==> src/rtl/fdr_div.sv <==
`default_nettype none
// ----------------------------------------------------------------------------
// fdr_div
// Pipelined restoring divider, one quotient bit per stage.
// ----------------------------------------------------------------------------
module fdr_div #(
   parameter int N_W   = 46,
   parameter int D_W   = 16,
   parameter int Q_W   = 30,
   parameter int TAG_W = 1
) (
   input  logic             clock,
   input  logic             reset,
   input  logic             en,
   input  logic             in_valid,
   input  logic [N_W-1:0]   num,
   input  logic [D_W-1:0]   den,
   input  logic [TAG_W-1:0] in_tag,
   output logic             out_valid,
   output logic [Q_W-1:0]   quo,
   output logic [TAG_W-1:0] out_tag
);

   logic             vld_ff [Q_W];
   logic [N_W-1:0]   n_ff   [Q_W];
   logic [D_W-1:0]   d_ff   [Q_W];
   logic [D_W-1:0]   rem_ff [Q_W];
   logic [Q_W-1:0]   quo_ff [Q_W];
   logic [TAG_W-1:0] tag_ff [Q_W];
   logic [N_W-1:0]   n_top;

   // upper dividend bits seed the remainder; caller guarantees they are below den
   assign n_top = num >> Q_W;

   for (genvar s = 0; s < Q_W; s++) begin : g_stage
      logic             vld_prev;
      logic [N_W-1:0]   n_prev;
      logic [D_W-1:0]   d_prev;
      logic [D_W-1:0]   rem_prev;
      logic [Q_W-1:0]   quo_prev;
      logic [TAG_W-1:0] tag_prev;
      logic [D_W:0]     trial;
      logic             fit;
      logic [D_W-1:0]   rem_in;
      logic [Q_W-1:0]   quo_in;

      if (s == 0) begin : g_first
         assign vld_prev = in_valid;
         assign n_prev   = num;
         assign d_prev   = den;
         assign rem_prev = n_top[D_W-1:0];
         assign quo_prev = '0;
         assign tag_prev = in_tag;
      end else begin : g_next
         assign vld_prev = vld_ff[s-1];
         assign n_prev   = n_ff[s-1];
         assign d_prev   = d_ff[s-1];
         assign rem_prev = rem_ff[s-1];
         assign quo_prev = quo_ff[s-1];
         assign tag_prev = tag_ff[s-1];
      end

      assign trial  = {rem_prev, n_prev[Q_W-1-s]};
      assign fit    = trial >= {1'b0, d_prev};
      assign rem_in = fit ? D_W'(trial - {1'b0, d_prev}) : trial[D_W-1:0];
      assign quo_in = {quo_prev[Q_W-2:0], fit};

      always_ff @(posedge clock) begin
         if (reset) begin
            vld_ff[s] <= 1'b0;
         end else if (en) begin
            vld_ff[s] <= vld_prev;
         end
      end

      always_ff @(posedge clock) begin
         if (en) begin
            n_ff[s]   <= n_prev;
            d_ff[s]   <= d_prev;
            rem_ff[s] <= rem_in;
            quo_ff[s] <= quo_in;
            tag_ff[s] <= tag_prev;
         end
      end
   end

   assign out_valid = vld_ff[Q_W-1];
   assign quo       = quo_ff[Q_W-1];
   assign out_tag   = tag_ff[Q_W-1];

endmodule
`default_nettype wire

==> config.mk <==
export PLATFORM = sky130hd
export DESIGN_NAME = fdr_div
export DESIGN_NICKNAME = d
export VERILOG_FILES = /design/src/rtl/fdr_div.sv
export SDC_FILE = /design/constraint.sdc
export NUM_CORES = 2
export LEC_CHECK = 0
export ABC_AREA = 1
export BUFFER_PORTS_ARGS = -buffer_cell sky130_fd_sc_hd__buf_2
export CAP_MARGIN = 5
export CORE_ASPECT_RATIO = 1.75
export CORE_MARGIN = 2
export CORE_UTILIZATION = 58
export DETAILED_ROUTE_END_ITERATION = 8
export MAX_ROUTING_LAYER = met4
export PLACE_DENSITY = 0.86
export SETUP_SLACK_MARGIN = 0.02
export SYNTH_ARGS = -nofsm -noshare
export SYNTH_HDL_FRONTEND = slang
export SYNTH_SLANG_ARGS = --single-unit
==> constraint.sdc <==
create_clock -name clock -period 1.7 [get_ports clock]
set_input_delay 0.17 -clock clock [delete_from_list [all_inputs] [get_ports clock]]
set_output_delay 0.17 -clock clock [all_outputs]
set_load 0.005 [all_outputs]
==> flow_summary.ini, run 1 <==
[logic_synthesis]
synth-simple-area-share = 0.230
avgSynthCellArea_um2 = 9.58
synth_top_family_by_area = simple AND/OR/NAND/NOR gates
synthDistinctLibCells = 40
ys_ff_latch = 1888
synth_async_sr_flop_share = 0
synthFlopType = edfxtp_1
synth_fa_ha_area_frac = 0.0680
synth-compound-area-share = 0.0183
synth_fp_nets = 10687
synthXorXnorAreaFrac = 0.0164
synth_mux_area_frac = 0
yosysWarnings = 0
syn_area_um2 = 96800
synth_edf_count = 1888
netlist_instances = 10111
yosysSeqAreaShare = 0.585

[placement]
gp_congestion = 1.03
io_buffers = 98
place_ws_ns = -0.875
post-dp-hpwl_um = 234000
dp_cells = 14293
dpl_cell_area_um2 = 119000

[die]
placement_rows = 198
initial_utilization = 0.583
die_height_um = 545
fp.dieW_um = 313
io_pins = 99

[clock_network]
htreeDepth = 4
cts-root-buf = clkbuf_16
clk_path_buf_depth = 4
cts.sinks = 1888
numCtsBuffers = 175

[grt]
overflow = 548
grt_use_total = 0.629
grt_max_degree = 83

[timing]
worst_path_end_type = register input
grt-worst-endpoint = rem_ff[11][13]$_DFFE_PP_/D

[status]
error = [ERROR GRT-0232] Routing congestion too high. Check the congestion heatmap in the GUI.
outcome = did not finish
haltStage = global routing (5_1_grt)
through the flow:
stage | util | hold WS [ns]
after CTS | 0.795 | 0.00697
after floorplan | - | 0.269
after global placement | 0.717 | 0.349
after detailed placement | 0.717 | 0.348
cell families after synthesis:
kind of cell    after synthesis
simple gates               5215
buf+inv                    1993
flops                      1888
fa+ha+maj                   509
compound gates              325
xor+xnor                    181
synthesized netlist by cell type, drive strengths merged, types with 26 or more instances:
cell type | instances | share of area
a21oi | 256 | 0.013
and2 | 32 | 0.0021
buf | 92 | 0.0077
edfxtp | 1888 | 0.59
fa | 29 | 0.0060
ha | 480 | 0.062
inv | 1887 | 0.073
nand2 | 3627 | 0.14
nand3 | 811 | 0.044
nand3b | 59 | 0.0046
nand4 | 138 | 0.0089
nor2 | 434 | 0.020
nor3 | 70 | 0.0037
o21a | 26 | 0.0020
xnor2 | 41 | 0.0037
xor2 | 140 | 0.013
metal layers:
layer	GRT overflow	track usage
met1	21	0.580
met2	351	0.864
met3	14	0.398
met4	162	0.615
met5	-	-
repair_timing:
action                                  CTS
resized for setup                       905
hold buffers                             67
endpoints found under the setup margin  477
pin swaps                               315
setup buffers                           257
cloned                                   26
hold endpoints to repair                343
==> run 2, diff against run 1 <==
CORE_ASPECT_RATIO = default   (was 1.75)
CORE_UTILIZATION = 40   (was 58)
MAX_ROUTING_LAYER = default   (was met4)
PLACE_DENSITY = default   (was 0.86)
PLACE_DENSITY_LB_ADDON = 0.15   (was default)
SETUP_SLACK_MARGIN = default   (was 0.02)
clock period = 2.2 ns   (was 1.7 ns; I/O delays follow)
==> run 2 against run 1 <==
Net effect:
- synthesized cell count did not move
- synthesized area unchanged
- the run now ends clean
==> flow_summary.ini, run 2 <==
[route]
drt-total-wl_um = 240000
wl_per_cell_um = 16.3
drc = 0
drtPass1Iterations = 6
drtIter0Drc = 4484
ant_nets = 0
vias_per_cell = 4.72
vias = 69473

[die]
placement_rows = 180
core_um2 = 241000
io_pins = 99
die_area_um2 = 246000
fp.dieW_um = 496
die_height_um = 496
initial_utilization = 0.403

[logic_synthesis]
synth.area.top_cells = edfxtp_1 (59%), nand2_1 (14%), inv_1 (7.3%)
synthDistinctLibCells = 40
synth-simple-area-share = 0.230
synth_mux_area_frac = 0
synth_async_sr_flop_share = 0
yosysTopAreaCell = edfxtp_1
synth_top_cells_by_count = nand2_1 (3551), edfxtp_1 (1888), inv_1 (1883), nand3_1 (781), ha_1 (480)
netlist_instances = 10111
syn_area_um2 = 96800
ys_ff_latch = 1888
yosysWarnings = 0
avgSynthCellArea_um2 = 9.58
synthFlopType = edfxtp_1
synth_top_family_by_area = simple AND/OR/NAND/NOR gates
synth_most_common_cell = nand2_1
yosysSeqAreaShare = 0.585
synth_fa_ha_area_frac = 0.0680
synth_fp_nets = 10687
synthXorXnorAreaFrac = 0.0164
synth_edf_count = 1888
synth-compound-area-share = 0.0183
synth_top_area_share = 0.585

[timing]
drv_slew = 0
worstMarginPinSlew_ns = 0.700
final-hold-violation-count = 0
fin_ws_ns = 0.0293
fin_crit_sh = 0.987
fin_worst_skew_ns = 0.0366
fmax_ghz = 0.461
final.min_clock_period_ns = 2.17
setup_viol = 0
maxSlewHeadroom = 0.533
rsz0062_at_grt = true

[hold_path]
whs_path_depth = 2
hp-start = den[6]
hold_class = primary input to register

[worst_setup_path]
setup.worst_path.start = d_ff[22][12]
worstRegToRegCells = 10
start_kind = register
endpoint_kind = register
crit_type = register to register
reg2reg_from = d_ff[22][12]
arrival_ns = 2.76
crit_fanout = 7
critPathRequiredTime_ns = 2.79
reg2reg_setup_slack_ns = 0.03

[pwr]
p_leak_nw = 56.2
power_density_nw_per_um2 = 1330
finalPower_mw = 161
p_sw_frac = 0.380
internal-power_mw = 99.8
clock_power_share = 0.227
power_switching_mw = 61.1
seqPwrFrac = 0.338
ir_drop_v = 0.000790
p_comb_frac = 0.436

[cells_and_area]
final_nets = 11937
layout_commonest_cell = nand2_1
syn2layout_area_growth_pct = 25.0
final_cell_mix = nand2_1 (3443), edfxtp_1 (1888), inv_1 (1831), buf_4 (856), nand3_1 (754)
largest_reg_flops = 465
stdcell_count = 14719
multi_input_area_um2 = 36700
top_register = quo_ff
fillCellCount = 22093
drive_gt1_frac = 0.186
reg_top3 = quo_ff (465), d_ff (464), rem_ff (464)
seqCellArea_um2 = 56700

[clock_network]
clkTransAtPathRegs_ns = 0.06
htreeDepth = 4
cts-root-buf = clkbuf_16
cts.sinks = 1888
numCtsBuffers = 209
tritoncts = yes
clock_latency_ns = 0.88
clk_path_buf_depth = 3

[placement]
gp_congestion = 0.922
post-dp-hpwl_um = 177000
io_buffers = 98
place_ws_ns = -0.132
dp_cells = 13989

[job]
maxCapViolCount = 0

[grt]
grt_pass1_wl_um = 365000
first_global_vias = 66944
grt_use_total = 0.187
grt_max_degree = 102
overflow = 0
antenna_found_initial = 1

[status]
outcome = completed
run 2: cell counts after synthesis:
Identical to the previous run, type by type.
run 2: worst paths after layout:
path | to
worst max-delay path | rem_ff[23][11]
worst min-delay path | d_ff[0][6]
worst max register to register | rem_ff[23][11]
worst min register to register | n_ff[5][19]
run 2: final cells by class:
cell class                      count  share of cell area
Sequential cell                  1888               0.469
Multi-Input combinational cell   6245               0.303
Timing Repair Buffer             1130              0.0769
Inverter                         1887              0.0586
Clock buffer                      228              0.0438
Tap cell                         3185              0.0329
Clock inverter                    155              0.0160
Antenna cell                        1           0.0000207
run 2: timing repair:
item,CTS,global route
resized for setup,59,675
buffers inserted,34,203
hold endpoints to repair,329,0
cloned,0,18
pin swaps,10,136
endpoints found under the setup margin,164,459
hold buffers,93,0
run 2: power by group through the flow:
stage          registers, mW  logic (mW)  clock network (mW)
2_1_floorplan           51.6        42.1                   0
3_3_place_gp            53.9        61.6                   0
3_5_place_dp            53.9        61.8                   0
4_1_cts                 53.4        63.0                37.7
5_1_grt                 54.9        78.9                39.1
6_report                54.3        70.1                36.5
run 2: worst max-delay path: stages, from the launching register on:
cell and delay (ns):
edfxtp_1 0.48, inv_1 0.08, ha_2 0.38, nand2_1 0.12
inv_1 0.07, nand2_1 0.08, a21boi_2 0.19, nor2_4 0.09
buf_4 0.17, nand3_1 0.12, nand2_1 0.12
run 2: through the flow:
| stage | TNS [ns] | utilization | instance area, um^2 | hold slack, ns |
|---|---|---|---|---|
| 4_1_cts | -0.0189 | 0.479 | 115000 | 0.000574 |
| 3_5_place_dp | -5.42 | 0.442 | 106000 | 0.398 |
| 3_3_place_gp | -6.33 | 0.442 | 106000 | 0.397 |
| 5_1_grt | -1.01 | 0.503 | 121000 | 0.0313 |
| 2_1_floorplan | 0 | - | 96800 | 0.319 |
| 6_report | 0 | 0.503 | 121000 | 0.0920 |
run 2: kinds of logic (layout without fill, tap and decap cells):
family / Yosys count / count (layout)
XOR/XNOR: 181 / 181
other: 0 / 1
AO/OA/AOI/OAI: 325 / 325
flip-flops: 1888 / 1888
buffers and inverters: 1993 / 3400
adder cells (fa/ha/maj): 509 / 509
AND/OR/NAND/NOR: 5215 / 5230
run 2: routing by layer:
layer,wire length (um),up-vias,GRT usage,share of wire
li1,-,35287,-,-
met1,108000,32620,0.248,0.45
met2,117000,1192,0.321,0.49
met3,8240,374,0.0242,0.034
met4,6570,0,0.0554,0.027
met5,0,-,0,0
No activity file was read; power rests on OpenSTA's default activity.
